$ cat config.mk
export PLATFORM = sky130hd
export DESIGN_NAME = chacha20_stream_cipher_flat
export DESIGN_NICKNAME = d
export VERILOG_FILES = /design/src/rtl/core/cc20_pkg.sv /design/src/rtl/core/cc20_if.sv /design/src/rtl/core/cc20_arx.sv /design/src/rtl/core/cc20_block_gen.sv /design/src/rtl/core/chacha20_stream_cipher.sv /design/src/flat_wrapper.sv
export SDC_FILE = /design/constraint.sdc
export NUM_CORES = 2
export LEC_CHECK = 0
export ABC_AREA = 1
export BUFFER_PORTS_ARGS = -buffer_cell sky130_fd_sc_hd__buf_2
export CORE_UTILIZATION = 40
export DETAILED_ROUTE_END_ITERATION = 8
export GPL_ROUTABILITY_DRIVEN = 0
export SYNTH_ARGS = -nofsm -noshare
export SYNTH_HDL_FRONTEND = slang
export SYNTH_HIERARCHICAL = 1
export SYNTH_SLANG_ARGS = --single-unit
$ cat constraint.sdc
create_clock -name clk -period 25.3 [get_ports clk]
set_input_delay 5.06 -clock clk [delete_from_list [all_inputs] [get_ports clk]]
set_output_delay 5.06 -clock clk [all_outputs]
set_load 0.01 [all_outputs]
$ cat src/rtl/core/cc20_pkg.sv
// Package for the ChaCha20 stream cipher: types, constants, register codes.
// No dependencies; used by cc20_arx, cc20_block_gen and chacha20_stream_cipher.
`timescale 1ns / 1ps
`default_nettype none

package cc20_pkg;

  localparam int CC20_DOUBLE_ROUNDS = 10;
  localparam int WORDS              = 16;
  localparam int BLOCK_BYTES        = 64;
  localparam int POS_W              = $clog2(BLOCK_BYTES);
  localparam int CFG_IDX_W          = 3;
  localparam int CFG_DATA_W         = 64;

  typedef logic [31:0] word_t;

  // "expand 32-byte k"
  localparam word_t SIGMA [4] = '{32'h61707865, 32'h3320646e, 32'h79622d32, 32'h6b206574};

  localparam word_t START_CNT_RST = 32'd1;

  // Configuration register indexes
  typedef enum logic [CFG_IDX_W-1:0] {
    CFG_KEY_0     = 3'd0,
    CFG_KEY_1     = 3'd1,
    CFG_KEY_2     = 3'd2,
    CFG_KEY_3     = 3'd3,
    CFG_NONCE_LO  = 3'd4,
    CFG_NONCE_HI  = 3'd5,
    CFG_START_CNT = 3'd6
  } cfg_idx_t;

  // Rotate amount of one ARX step, in quarter-round step order
  typedef enum logic [1:0] {
    ROT_16 = 2'd0,
    ROT_12 = 2'd1,
    ROT_8  = 2'd2,
    ROT_7  = 2'd3
  } arx_rot_t;

  // Block inputs handed to the generator
  typedef struct packed {
    word_t [7:0] key;
    word_t [2:0] nonce;
    word_t       counter;
  } blk_in_t;

  // Generator status
  typedef struct packed {
    logic busy;
    logic done;
  } gen_stat_t;

endpackage

`default_nettype wire

$ cat src/rtl/core/cc20_if.sv
// Valid/ready stream interfaces for the ChaCha20 stream cipher channels.
// No dependencies.
`timescale 1ns / 1ps
`default_nettype none

interface cc20_in_if;
  logic       valid;
  logic       ready;
  logic [7:0] text_byte;
  logic       is_last;

  modport source (output valid, output text_byte, output is_last, input ready);
  modport sink   (input valid, input text_byte, input is_last, output ready);
endinterface

interface cc20_out_if;
  logic       valid;
  logic       ready;
  logic [7:0] result_byte;
  logic       result_last;

  modport source (output valid, output result_byte, output result_last, input ready);
  modport sink   (input valid, input result_byte, input result_last, output ready);
endinterface

`default_nettype wire

$ cat src/rtl/core/cc20_arx.sv
// Shared ARX unit: one add, xor and rotate step of a quarter round.
// Depends on cc20_pkg.
`timescale 1ns / 1ps
`default_nettype none

module cc20_arx (
  input  cc20_pkg::word_t    x_i,
  input  cc20_pkg::word_t    y_i,
  input  cc20_pkg::word_t    z_i,
  input  cc20_pkg::arx_rot_t rot_i,
  output cc20_pkg::word_t    sum_o,
  output cc20_pkg::word_t    mix_o
);
  import cc20_pkg::*;

  word_t mixed;

  // x + y, then (z ^ sum) rotated left
  always_comb begin
    sum_o = x_i + y_i;
    mixed = z_i ^ sum_o;
    unique case (rot_i)
      ROT_16: mix_o = {mixed[15:0], mixed[31:16]};
      ROT_12: mix_o = {mixed[19:0], mixed[31:20]};
      ROT_8:  mix_o = {mixed[23:0], mixed[31:24]};
      ROT_7:  mix_o = {mixed[24:0], mixed[31:25]};
      default: mix_o = mixed;
    endcase
  end

endmodule

`default_nettype wire

$ cat src/rtl/core/cc20_block_gen.sv
// Keystream block generator: 4x4 word state, one ARX step per cycle,
// then a feed-forward add of all 16 words into the keystream registers.
// Depends on cc20_pkg and cc20_arx.
`timescale 1ns / 1ps
`default_nettype none

module cc20_block_gen #(
  parameter int DOUBLE_ROUNDS = cc20_pkg::CC20_DOUBLE_ROUNDS
) (
  input  logic                       clk,
  input  logic                       rst_n,
  input  logic                       start_i,
  input  cc20_pkg::blk_in_t          blk_i,
  input  logic [cc20_pkg::POS_W-1:0] pos_i,
  output cc20_pkg::gen_stat_t        stat_o,
  output logic [7:0]                 ks_byte_o
);
  import cc20_pkg::*;

  localparam int DR_W  = (DOUBLE_ROUNDS > 1) ? $clog2(DOUBLE_ROUNDS) : 1;
  localparam int FIN_W = $clog2(WORDS);

  typedef enum logic [2:0] {
    GEN_IDLE  = 3'b001,
    GEN_ROUND = 3'b010,
    GEN_FINAL = 3'b100
  } gen_state_t;

  gen_state_t       state_r, state_nxt;
  logic [1:0]       step_r, step_nxt;
  logic [2:0]       qr_r, qr_nxt;
  logic [DR_W-1:0]  dr_r, dr_nxt;
  logic [FIN_W-1:0] fin_r, fin_nxt;
  logic             done_r, done_nxt;

  word_t st_r   [WORDS];
  word_t st_nxt [WORDS];
  word_t ks_r   [WORDS];
  word_t ks_nxt [WORDS];
  word_t init_w [WORDS];
  word_t upd    [WORDS];
  word_t rot_m  [WORDS];
  logic [1:0] row_rot [4];

  word_t    arx_x, arx_y, arx_z, arx_sum, arx_mix;
  arx_rot_t arx_rot;
  word_t    ks_word;

  // Initial state: constants, key, counter, nonce
  always_comb begin
    for (int i = 0; i < 4; i++) init_w[i] = SIGMA[i];
    for (int i = 0; i < 8; i++) init_w[4+i] = blk_i.key[i];
    init_w[12] = blk_i.counter;
    for (int i = 0; i < 3; i++) init_w[13+i] = blk_i.nonce[i];
  end

  // Operand select: even steps work on a/d, odd steps on c/b of column 0; final adds st[0] and an init word
  always_comb begin
    arx_rot = arx_rot_t'(step_r);
    if (state_r == GEN_FINAL) begin
      arx_x = st_r[0];
      arx_y = init_w[fin_r];
      arx_z = st_r[12];
    end else if (step_r[0]) begin
      arx_x = st_r[8];
      arx_y = st_r[12];
      arx_z = st_r[4];
    end else begin
      arx_x = st_r[0];
      arx_y = st_r[4];
      arx_z = st_r[12];
    end
  end

  cc20_arx u_arx (
    .x_i   (arx_x),
    .y_i   (arx_y),
    .z_i   (arx_z),
    .rot_i (arx_rot),
    .sum_o (arx_sum),
    .mix_o (arx_mix)
  );

  // Write back the step result into column 0
  always_comb begin
    upd = st_r;
    if (step_r[0]) begin
      upd[8] = arx_sum;
      upd[4] = arx_mix;
    end else begin
      upd[0]  = arx_sum;
      upd[12] = arx_mix;
    end
  end

  // Row rotation after each quarter round brings the next column to column 0.
  // End of column pass also diagonalizes, end of diagonal pass undoes it.
  always_comb begin
    for (int r = 0; r < 4; r++) begin
      if (qr_r == 3'd3) begin
        row_rot[r] = 2'(1 + r);
      end else if (qr_r == 3'd7) begin
        row_rot[r] = 2'(1 - r);
      end else begin
        row_rot[r] = 2'd1;
      end
    end
    for (int r = 0; r < 4; r++) begin
      for (int c = 0; c < 4; c++) begin
        rot_m[4*r+c] = upd[{2'(r), 2'(c) + row_rot[r]}];
      end
    end
  end

  // Sequencer
  always_comb begin
    state_nxt = state_r;
    step_nxt  = step_r;
    qr_nxt    = qr_r;
    dr_nxt    = dr_r;
    fin_nxt   = fin_r;
    done_nxt  = 1'b0;
    st_nxt    = st_r;
    ks_nxt    = ks_r;
    unique case (state_r)
      GEN_IDLE: begin
        if (start_i) begin
          st_nxt    = init_w;
          step_nxt  = '0;
          qr_nxt    = '0;
          dr_nxt    = '0;
          state_nxt = GEN_ROUND;
        end
      end
      GEN_ROUND: begin
        step_nxt = step_r + 2'd1;
        if (step_r == 2'd3) begin
          st_nxt = rot_m;
          qr_nxt = qr_r + 3'd1;
          if (qr_r == 3'd7) begin
            dr_nxt = dr_r + DR_W'(1);
            if (dr_r == DR_W'(DOUBLE_ROUNDS - 1)) begin
              fin_nxt   = '0;
              state_nxt = GEN_FINAL;
            end
          end
        end else begin
          st_nxt = upd;
        end
      end
      GEN_FINAL: begin
        // feed-forward add, state and keystream shift down one word a cycle
        for (int i = 0; i < WORDS - 1; i++) begin
          st_nxt[i] = st_r[i+1];
          ks_nxt[i] = ks_r[i+1];
        end
        ks_nxt[WORDS-1] = arx_sum;
        fin_nxt = fin_r + FIN_W'(1);
        if (fin_r == FIN_W'(WORDS - 1)) begin
          done_nxt  = 1'b1;
          state_nxt = GEN_IDLE;
        end
      end
      default: state_nxt = GEN_IDLE;
    endcase
  end

  always_ff @(posedge clk) begin
    if (!rst_n) begin
      state_r <= GEN_IDLE;
      done_r  <= 1'b0;
    end else begin
      state_r <= state_nxt;
      done_r  <= done_nxt;
    end
  end

  always_ff @(posedge clk) begin
    step_r <= step_nxt;
    qr_r   <= qr_nxt;
    dr_r   <= dr_nxt;
    fin_r  <= fin_nxt;
    st_r   <= st_nxt;
    ks_r   <= ks_nxt;
  end

  // Keystream byte, little-endian within each word
  assign ks_word   = ks_r[pos_i[POS_W-1:2]];
  assign ks_byte_o = ks_word[8*pos_i[1:0] +: 8];

  assign stat_o.busy = (state_r != GEN_IDLE);
  assign stat_o.done = done_r;

endmodule

`default_nettype wire

$ cat src/rtl/core/chacha20_stream_cipher.sv
// ChaCha20 stream cipher top level: configuration registers, byte position,
// block counter and output register. Depends on cc20_pkg, cc20_if, cc20_block_gen.
//
// Usage:
//   in_stream  (valid/ready): text_byte plus is_last, one byte per transfer.
//   out_stream (valid/ready): result_byte = text_byte ^ keystream, result_last.
//   cfg_we/cfg_index/cfg_wdata: key, nonce and start counter, written while idle.
//   Writing the start counter restarts the stream at byte 0 of that block.
// Data flow:
//   Bytes 1..63 of a block: result the cycle after the transfer; one byte per cycle
//   while the output is not stalled. Byte 0 of a block starts the generator:
//   32 ARX steps per double round (ten by default) plus a feed-forward add of
//   16 words, then passes through the done flag, the emit state and the output
//   register. No byte is taken while a block is generated; the sustained rate
//   is set by the single shared ARX adder.
// Reset: synchronous; counter loads 1, position 0, key and nonce clear.
// Stall: a result waits in the output register; a new byte is taken in the
//   cycle the waiting result is taken.
`timescale 1ns / 1ps
`default_nettype none

module chacha20_stream_cipher #(
  parameter int DOUBLE_ROUNDS = cc20_pkg::CC20_DOUBLE_ROUNDS
) (
  input  logic                            clk,
  input  logic                            rst_n,
  cc20_in_if.sink                         in_stream,
  cc20_out_if.source                      out_stream,
  input  logic                            cfg_we,
  input  logic [cc20_pkg::CFG_IDX_W-1:0]  cfg_index,
  input  logic [cc20_pkg::CFG_DATA_W-1:0] cfg_wdata
);
  import cc20_pkg::*;

  typedef enum logic [2:0] {
    TOP_IDLE = 3'b001,
    TOP_GEN  = 3'b010,
    TOP_EMIT = 3'b100
  } top_state_t;

  top_state_t state_r, state_nxt;

  logic [CFG_DATA_W-1:0] key_r [4];
  logic [63:0]           nonce_lo_r;
  word_t                 nonce_hi_r;
  word_t                 start_cnt_r;
  word_t                 blk_cnt_r;
  logic [POS_W-1:0]      pos_r;

  logic [7:0] hold_byte_r;
  logic       hold_last_r;
  logic       out_valid_r;
  logic [7:0] out_byte_r;
  logic       out_last_r;

  blk_in_t    blk_in;
  gen_stat_t  gen_stat;
  logic [7:0] ks_byte;
  logic       out_free, in_ready, in_fire, gen_start, emit_now, emit_last;
  logic [7:0] emit_byte;

  // Handshake
  assign out_free  = !out_valid_r || out_stream.ready;
  assign in_ready  = (state_r == TOP_IDLE) && !gen_stat.busy && out_free;
  assign in_fire   = in_stream.valid && in_ready;
  assign gen_start = in_fire && (pos_r == '0);
  assign emit_now  = (in_fire && (pos_r != '0)) || ((state_r == TOP_EMIT) && out_free);
  assign emit_byte = ((state_r == TOP_EMIT) ? hold_byte_r : in_stream.text_byte) ^ ks_byte;
  assign emit_last = (state_r == TOP_EMIT) ? hold_last_r : in_stream.is_last;

  // Block inputs
  always_comb begin
    for (int i = 0; i < 4; i++) begin
      blk_in.key[2*i]   = key_r[i][31:0];
      blk_in.key[2*i+1] = key_r[i][63:32];
    end
    blk_in.nonce[0] = nonce_lo_r[31:0];
    blk_in.nonce[1] = nonce_lo_r[63:32];
    blk_in.nonce[2] = nonce_hi_r;
    blk_in.counter  = blk_cnt_r;
  end

  cc20_block_gen #(
    .DOUBLE_ROUNDS (DOUBLE_ROUNDS)
  ) u_block_gen (
    .clk       (clk),
    .rst_n     (rst_n),
    .start_i   (gen_start),
    .blk_i     (blk_in),
    .pos_i     (pos_r),
    .stat_o    (gen_stat),
    .ks_byte_o (ks_byte)
  );

  // Control FSM
  always_comb begin
    state_nxt = state_r;
    unique case (state_r)
      TOP_IDLE: if (gen_start) state_nxt = TOP_GEN;
      TOP_GEN:  if (gen_stat.done) state_nxt = TOP_EMIT;
      TOP_EMIT: if (out_free) state_nxt = TOP_IDLE;
      default:  state_nxt = TOP_IDLE;
    endcase
  end

  always_ff @(posedge clk) begin
    if (!rst_n) begin
      state_r <= TOP_IDLE;
    end else begin
      state_r <= state_nxt;
    end
  end

  // Configuration, position and block counter
  always_ff @(posedge clk) begin
    if (!rst_n) begin
      for (int i = 0; i < 4; i++) key_r[i] <= '0;
      nonce_lo_r  <= '0;
      nonce_hi_r  <= '0;
      start_cnt_r <= START_CNT_RST;
      blk_cnt_r   <= START_CNT_RST;
      pos_r       <= '0;
    end else begin
      if (emit_now) begin
        if (emit_last) begin
          pos_r     <= '0;
          blk_cnt_r <= start_cnt_r;
        end else begin
          pos_r <= pos_r + POS_W'(1);
          if (pos_r == '1) blk_cnt_r <= blk_cnt_r + 32'd1;
        end
      end
      if (cfg_we) begin
        unique case (cfg_idx_t'(cfg_index))
          CFG_KEY_0:    key_r[0]   <= cfg_wdata;
          CFG_KEY_1:    key_r[1]   <= cfg_wdata;
          CFG_KEY_2:    key_r[2]   <= cfg_wdata;
          CFG_KEY_3:    key_r[3]   <= cfg_wdata;
          CFG_NONCE_LO: nonce_lo_r <= cfg_wdata;
          CFG_NONCE_HI: nonce_hi_r <= cfg_wdata[31:0];
          CFG_START_CNT: begin
            start_cnt_r <= cfg_wdata[31:0];
            blk_cnt_r   <= cfg_wdata[31:0];
            pos_r       <= '0;
          end
          default: ;
        endcase
      end
    end
  end

  // Byte held while its block is generated
  always_ff @(posedge clk) begin
    if (gen_start) begin
      hold_byte_r <= in_stream.text_byte;
      hold_last_r <= in_stream.is_last;
    end
  end

  // Output register
  always_ff @(posedge clk) begin
    if (!rst_n) begin
      out_valid_r <= 1'b0;
    end else if (emit_now) begin
      out_valid_r <= 1'b1;
    end else if (out_stream.ready) begin
      out_valid_r <= 1'b0;
    end
  end

  always_ff @(posedge clk) begin
    if (emit_now) begin
      out_byte_r <= emit_byte;
      out_last_r <= emit_last;
    end
  end

  assign in_stream.ready        = in_ready;
  assign out_stream.valid       = out_valid_r;
  assign out_stream.result_byte = out_byte_r;
  assign out_stream.result_last = out_last_r;

endmodule

`default_nettype wire

$ cat src/flat_wrapper.sv
// flat-port wrapper written by rule: the top's interface ports become plain ports
module chacha20_stream_cipher_flat import cc20_pkg::*;
#(
  parameter int DOUBLE_ROUNDS = cc20_pkg::CC20_DOUBLE_ROUNDS
)
  (clk, rst_n, cfg_we, cfg_index, cfg_wdata, in_stream_valid, in_stream_text_byte, in_stream_is_last, in_stream_ready, out_stream_valid, out_stream_result_byte, out_stream_result_last, out_stream_ready);
  cc20_in_if in_stream_i ();
  cc20_out_if out_stream_i ();
  input  logic clk;
  input  logic rst_n;
  input  logic cfg_we;
  input  logic [cc20_pkg::CFG_IDX_W-1:0] cfg_index;
  input  logic [cc20_pkg::CFG_DATA_W-1:0] cfg_wdata;
  input wire logic [$bits(in_stream_i.valid)-1:0] in_stream_valid;
  input wire logic [$bits(in_stream_i.text_byte)-1:0] in_stream_text_byte;
  input wire logic [$bits(in_stream_i.is_last)-1:0] in_stream_is_last;
  output wire logic [$bits(in_stream_i.ready)-1:0] in_stream_ready;
  output wire logic [$bits(out_stream_i.valid)-1:0] out_stream_valid;
  output wire logic [$bits(out_stream_i.result_byte)-1:0] out_stream_result_byte;
  output wire logic [$bits(out_stream_i.result_last)-1:0] out_stream_result_last;
  input wire logic [$bits(out_stream_i.ready)-1:0] out_stream_ready;
  assign in_stream_i.valid = in_stream_valid;
  assign in_stream_i.text_byte = in_stream_text_byte;
  assign in_stream_i.is_last = in_stream_is_last;
  assign in_stream_ready = in_stream_i.ready;
  assign out_stream_valid = out_stream_i.valid;
  assign out_stream_result_byte = out_stream_i.result_byte;
  assign out_stream_result_last = out_stream_i.result_last;
  assign out_stream_i.ready = out_stream_ready;
  chacha20_stream_cipher #(.DOUBLE_ROUNDS(DOUBLE_ROUNDS)) u_core (.clk(clk), .rst_n(rst_n), .in_stream(in_stream_i), .out_stream(out_stream_i), .cfg_we(cfg_we), .cfg_index(cfg_index), .cfg_wdata(cfg_wdata));
endmodule
Word-level counts from Yosys, hierarchy flattened --
Memories as Yosys holds them, arrays and structs flattened. Cells that the tools add are included.
Operators by class: add/subtract/negate cells 16, $lt $le $gt $ge 14, equal/unequal tests 29, shift operators 1, multiplexer cells 120, bitwise gates (word level) 20, reductions and logical operators 30
Operators with widths (number):
- $bmux W32 S4 | 14
- $pmux W480 S3 | 1
- $mux W32 | 43
- $mux W512 | 2
- $mux W64 | 4
- $pmux W32 S4 | 1
- $ge A5 B5 Y1 const B | 14
- $pmux W32 S2 | 1
- $not A4 Y5 | 10
- $add A32 B1 Y32 const B | 1
- $add A32 B32 Y32 | 1
- $shiftx A32 B6 Y8 | 1
- $xor A32 B32 Y32 | 1
- $mux W3 | 9
- $mux W4 | 6
- $mux W6 | 4
- $mux W1 | 22
- $not A3 Y5 | 4
- $eq A3 B3 Y1 const B | 6
- $pmux W3 S3 | 2
- $pmux W4 S2 | 2
- $eq A3 B2 Y1 const B | 5
- $add A2 B2 Y2 const A | 6
- $mux W2 | 6
- other kinds (31) | 64
Word-level totals: bits in registers 1229, memory bits (writable) 256, input port bits 81, output and inout bits 11, logic and storage cells 280, memories kept 1
Memory list:
- u_core.key_r | depth 4, bits a word 64, read ports 4, clocked after Yosys merged registers in 0, write ports 4, line chacha20_stream_cipher.sv:43 | logic [CFG_DATA_W-1:0] key_r [4];

Longest topological paths before layout --
word-level depth 14, mapped depth 31

Modules after synthesis --
Netlist, hierarchy kept.
By module, submodules not included:
- cc20_block_gen | times used 1, cells an instance 6776, area an instance 57577.7 um^2, seq. area each 31219.9 um^2
- chacha20_stream_cipher | times used 1, cells an instance 1675, area an instance 17270.3 um^2, seq. area each 11631.2 um^2
- cc20_arx | times used 1, cells an instance 801, area an instance 3941.3 um^2, seq. area each 0.0 um^2

Worst setup path before layout --
No wires, ideal clock.
kind input port to flip-flop, start input out_stream_ready, end register u_core/u_block_gen/st_r[128] in the netlist's numbering (enable), setup time 1.073 ns, data arrival time 20.664 ns, required time 24.227 ns, setup slack 3.563 ns, cell stages on the path 10, buffers on the path 0, cell sequence inv_1 nand2_1 nand2_1 nor3b_1 nand2_1 inv_1 inv_1 nand4_1 o21ai_1 nor2_1
Between the ends: cells in the longest elaborated chain, start to end 6
Ends and longest elaborated chain:
- start: declaration | line flat_wrapper.sv:21 | input wire logic [$bits(out_stream_i.ready)-1:0] out_stream_ready;
- $logic_or A1 B1 Y1 | line chacha20_stream_cipher.sv:63 | assign out_free = !out_valid_r || out_stream.ready;
- $logic_and A1 B1 Y1 | line chacha20_stream_cipher.sv:64 | assign in_ready = (state_r == TOP_IDLE) && !gen_stat.busy && out_free;
- $logic_and A1 B1 Y1 | line chacha20_stream_cipher.sv:65 | assign in_fire = in_stream.valid && in_ready;
- $logic_and A1 B1 Y1 | line chacha20_stream_cipher.sv:66 | assign gen_start = in_fire && (pos_r == '0);
- via u_core.gen_start | line chacha20_stream_cipher.sv:59 | logic out_free, in_ready, in_fire, gen_start, emit_now, emit_last;
- $ne A2 B1 Y1 (no source line)
- $reduce_and A3 Y1 (no source line)
- end signal: assignment | line cc20_block_gen.sv:183 | st_r <= st_nxt;
- end: declaration | line cc20_block_gen.sv:36 | word_t st_r [WORDS];
The timed path passes the listed nets, and every way through them passes these cells. A chain may end at the register's enable or synchronous reset.

Final worst setup path --
start input out_stream_ready, end output in_stream_ready
Between the ends: cells in the longest elaborated chain, start to end 2
Ends and longest elaborated chain:
- $logic_or A1 B1 Y1 | line chacha20_stream_cipher.sv:63
- $logic_and A1 B1 Y1 | line chacha20_stream_cipher.sv:64
- end: declaration | line flat_wrapper.sv:17 | output wire logic [$bits(in_stream_i.ready)-1:0] in_stream_ready;
Every way passes these cells.

==> metrics.md <==
| Metric | Value |
|---|---|
| Status | finished with violations |
| Failing checks | DRC, capacitance limit |
| Sequential share of power | 0.348 |
| Fin. max-slew vios | 0 |
| Row count | 162 |
| Hold_sp | u_core/u_block_gen/ks_r[406] |
| Switching share of power | 0.465 |
| Asr flop ratio synth | 0 |
| FF-to-FF End | u_core/u_block_gen/st_r[115] |
| Footprint of the multi-input gates | 30,400 sq um |
| Worst slew pin tran | 1.49 ns |
| Critical path startpoint category | input pin |
| CP arrival | 5.67 ns |
| CTS H-tree depth | 4 |
| Port bufs | 91 |
| Root Buffer | clkbuf_16 |
| Hold path depth | 0 |
| Hold endpoint | u_core/u_block_gen/ks_r[438] |
| Sequential standard cell area | 42,900 sq um |
| Syn_nets | 9,384 |
| Max IR drop VDD | 0.0933 mV |
| Vias | 69,416 |
| Max layer used | met5 |
| Final wirelength | 291 mm |
| Die W | 446 microns |
| CTS tree | built |
| Relative slew slack | 0.000867 |
| DR WL/cell | 24.8 microns |
| Fin worst setup slack | 14.57 ns |
| Post-synth EDFFs | 1,311 |
| Internal Pwr Total | 0.00582 W |
| Die Y | 446 microns |
| Vias in the first global route | 63,167 |
| Logic pwr share | 0.441 |
| Yosys reg bits | 1,485 |
| Max-Cap Viols | 1 |
| Final setup violation count | 0 |
| Post-CTS setup buffers | 0 |
| Worst reg-to-reg path cell count | 22 |
| 1st-pass router iterations | 9 |
| Crit path max fanout | 3 |
| Placed Area | 81,200 sq um |
| Ys flop type | edfxtp_1 |
| CTS sink cnt | 1,485 |
| Crit Path Class | input pin to output pin |
| Met3 wire length | 38.4 mm |
| Final setup skew | 0.0430 ns |
| Area grow syn2layout | 9.37% |
| Fin crit share | 0.424 |
| I/O Pins | 92 |
| Yosys warning count | 6 |
| Clock Pin Slew Worst Setup and Hold Paths | 0.06 ns |
| Post-DRT Antenna Nets | 0 |
| Hold WS | 0.414 ns |
| RSZ-0062 raised after global routing | false |
| Die area | 199,000 sq um |
| Cell area after synthesis | 78,800 sq um |
| Worst-Skew Late Latency | 0.81 ns |
| Fillers | 18,862 |
| Total Routing Usage GR | 0.284 |
| Distinct cells, synth | 60 |
| Fin nets | 9,144 |
| Power Density | 126 nW/um^2 |
| Share of layout cells above drive strength 1 | 0.0638 |
| R2r startpoint | u_core/u_block_gen/state_r[1] |
| LEAKAGE | 33.3 nW |
| First-pass GRT wire length | 420 mm |
| Core Region | 195,000 sq um |
| Metal2 WL | 122 mm |
| Crit end category | output pin |
| Critical-path cell list | buf_2, inv_1, nand2_1, nand2_1, nor2_4, buf_2 |
| DRC viols | 23 |
| Initial antenna violation count | 11 |
| FF-to-FF setup slack | 17.38 ns |
| TNS Setup | 0 ns |
| Achievable frequency | 93.2 MHz |
| Cts bufs inserted | 161 |
| Vias per inst | 5.90 |
| Avg Cell Area, Syn | 8.52 sq um |
| Sw power | 0.00506 W |
| Initial detailed-routing violation count | 10,422 |
| Min Tclk post-route | 10.73 ns |
| Fin util | 0.441 |
| GRT overflow | 0 |
| Dpl ws | 14.57 ns |
| Seq/Total Area, Yosys | 0.544 |
| Design Area, Final | 86,200 sq um |
| Clock power frac | 0.212 |
| Post-Syn Instances | 9,252 |
| Post-cts sizing count | 0 |
| M1 wire length | 114 mm |
| Share of Yosys cell area claimed by the top area cell type | 0.500 |
| Initial Util | 0.404 |
| Final HPWL DP | 183 mm |
| CP peak stage delay | 0.14 ns |
| Final hold vios | 0 |
| Crit path required time | 20.24 ns |
| Largest net degree at the start of global routing | 194 |
| Slowest-stage cell, CP | buf_2 |
| Hold-fix buffers, CTS | 0 |
| Synth area leader | edfxtp_1 |
| HP Class | flop to flop |
| Clock buffer depth | 3 |
| Synth area leaders | edfxtp_1, nand2_1, o21ai_0, nand3_1, dfxtp_1 |
==> final cells by class <==
cell class	instances	share of cell area
flip-flops and latches	1485	0.497
multi-input cells	6334	0.353
clock buffers	230	0.0526
well taps	2624	0.0381
inverters	798	0.0354
repair buffers	232	0.0185
clock inverters	60	0.00539
diodes	3	0.0000871
==> state kept, by name (all words and copies together) (netlist names), 4 cells and up <==
name and cells:
u_core/hold_byte_r 8, u_core/nonce_hi_r 32, u_core/u_block_gen/st_r 512, u_core/start_cnt_r 32, u_core/nonce_lo_r 64, u_core/u_block_gen/ks_r 512
u_core/out_stream.result_byte 8, u_core/key_r 256, u_core/blk_cnt_r 32, u_core/u_block_gen/dr_r 4, u_core/u_block_gen/fin_r 4, u_core/pos_r 6
==> cells in the mapped netlist, types with 14 or more instances <==
cell type	n
nor2_1	564
nand3_1	831
inv_2	20
nand2_1	2528
nand4_1	59
ha_1	50
xnor2_1	17
nand2_2	16
a21oi_1	684
a31oi_1	76
o221ai_1	92
nand3b_1	16
inv_1	776
o21ai_1	71
clkbuf_1	345
mux2i_1	26
edfxtp_1	1311
o22ai_1	40
a22o_1	14
o211ai_1	196
a211oi_1	28
buf_1	59
buf_2	213
o21ai_0	878
xor2_1	16
dfxtp_1	174
==> kinds of logic after synthesis <==
logic type / count (synthesis) / synth area share
simple gates: 4084 / 0.215
buf+inv: 1433 / 0.0730
mux: 26 / 0.00330
xor+xnor: 39 / 0.00491
fa+ha+maj: 51 / 0.00819
flops: 1485 / 0.544
compound gates: 2134 / 0.152
==> per-layer routing <==
metal / up-vias / GRT usage
met5: - / 0
met3: 840 / 0.0738
met2: 4582 / 0.413
met1: 32712 / 0.385
li1: 31268 / -
met4: 14 / 0.150
==> power by group through the flow <==
stage	Clock, W	Sequential [W]	Combinational [W]
3_5_place_dp	0	0.00380	0.00454
2_1_floorplan	0	0.00403	0.00275
4_1_cts	0.00233	0.00376	0.00456
3_3_place_gp	0	0.00379	0.00449
6_report	0.00230	0.00378	0.00479
5_1_grt	0.00242	0.00382	0.00501
==> worst max path at each step <==
| stage | cells after the start | slack (ns) | end | from |
|---|---|---|---|---|
| after floorplan | 10 | 3.56 | u_core/u_block_gen/st_r[128] | out_stream_ready |
| final | 6 | 14.57 | in_stream_ready | out_stream_ready |
| after CTS | 6 | 14.57 | in_stream_ready | out_stream_ready |
| after global placement | 6 | 14.56 | in_stream_ready | out_stream_ready |
| after detailed placement | 6 | 14.57 | in_stream_ready | out_stream_ready |
| after global routing | 6 | 14.56 | in_stream_ready | out_stream_ready |
==> cells in the final DEF, fill, tap and decap left out, types with 23 or more instances in the layout <==
cell type and n:
nand3_1 829, clkinv_1 30, edfxtp_1 1311, o211ai_1 196, nand4_1 59, o22ai_1 40
dfxtp_1 171, nor2_1 554, a31oi_1 76, o21ai_0 876, inv_1 767, nand2_1 2520
buf_2 90, buf_4 136, mux2i_1 26, clkinv_2 23, a211oi_1 28, ha_1 44
clkbuf_16 168, a21oi_1 684, clkbuf_1 52, o221ai_1 92, o21ai_1 71
==> critical path: cells and delay by family <==
family        cells  cell delay, ns
buf+inv           3            0.27
simple gates      3            0.34
==> through the flow <==
step	power, W	std cells
floorplan	0.00677	9252
global placement	0.00827	11473
detailed placement	0.00835	11473
CTS	0.0106	11763
global route	0.0113	11763
finish	0.0109	11766
(Power assumes the default switching activity.)
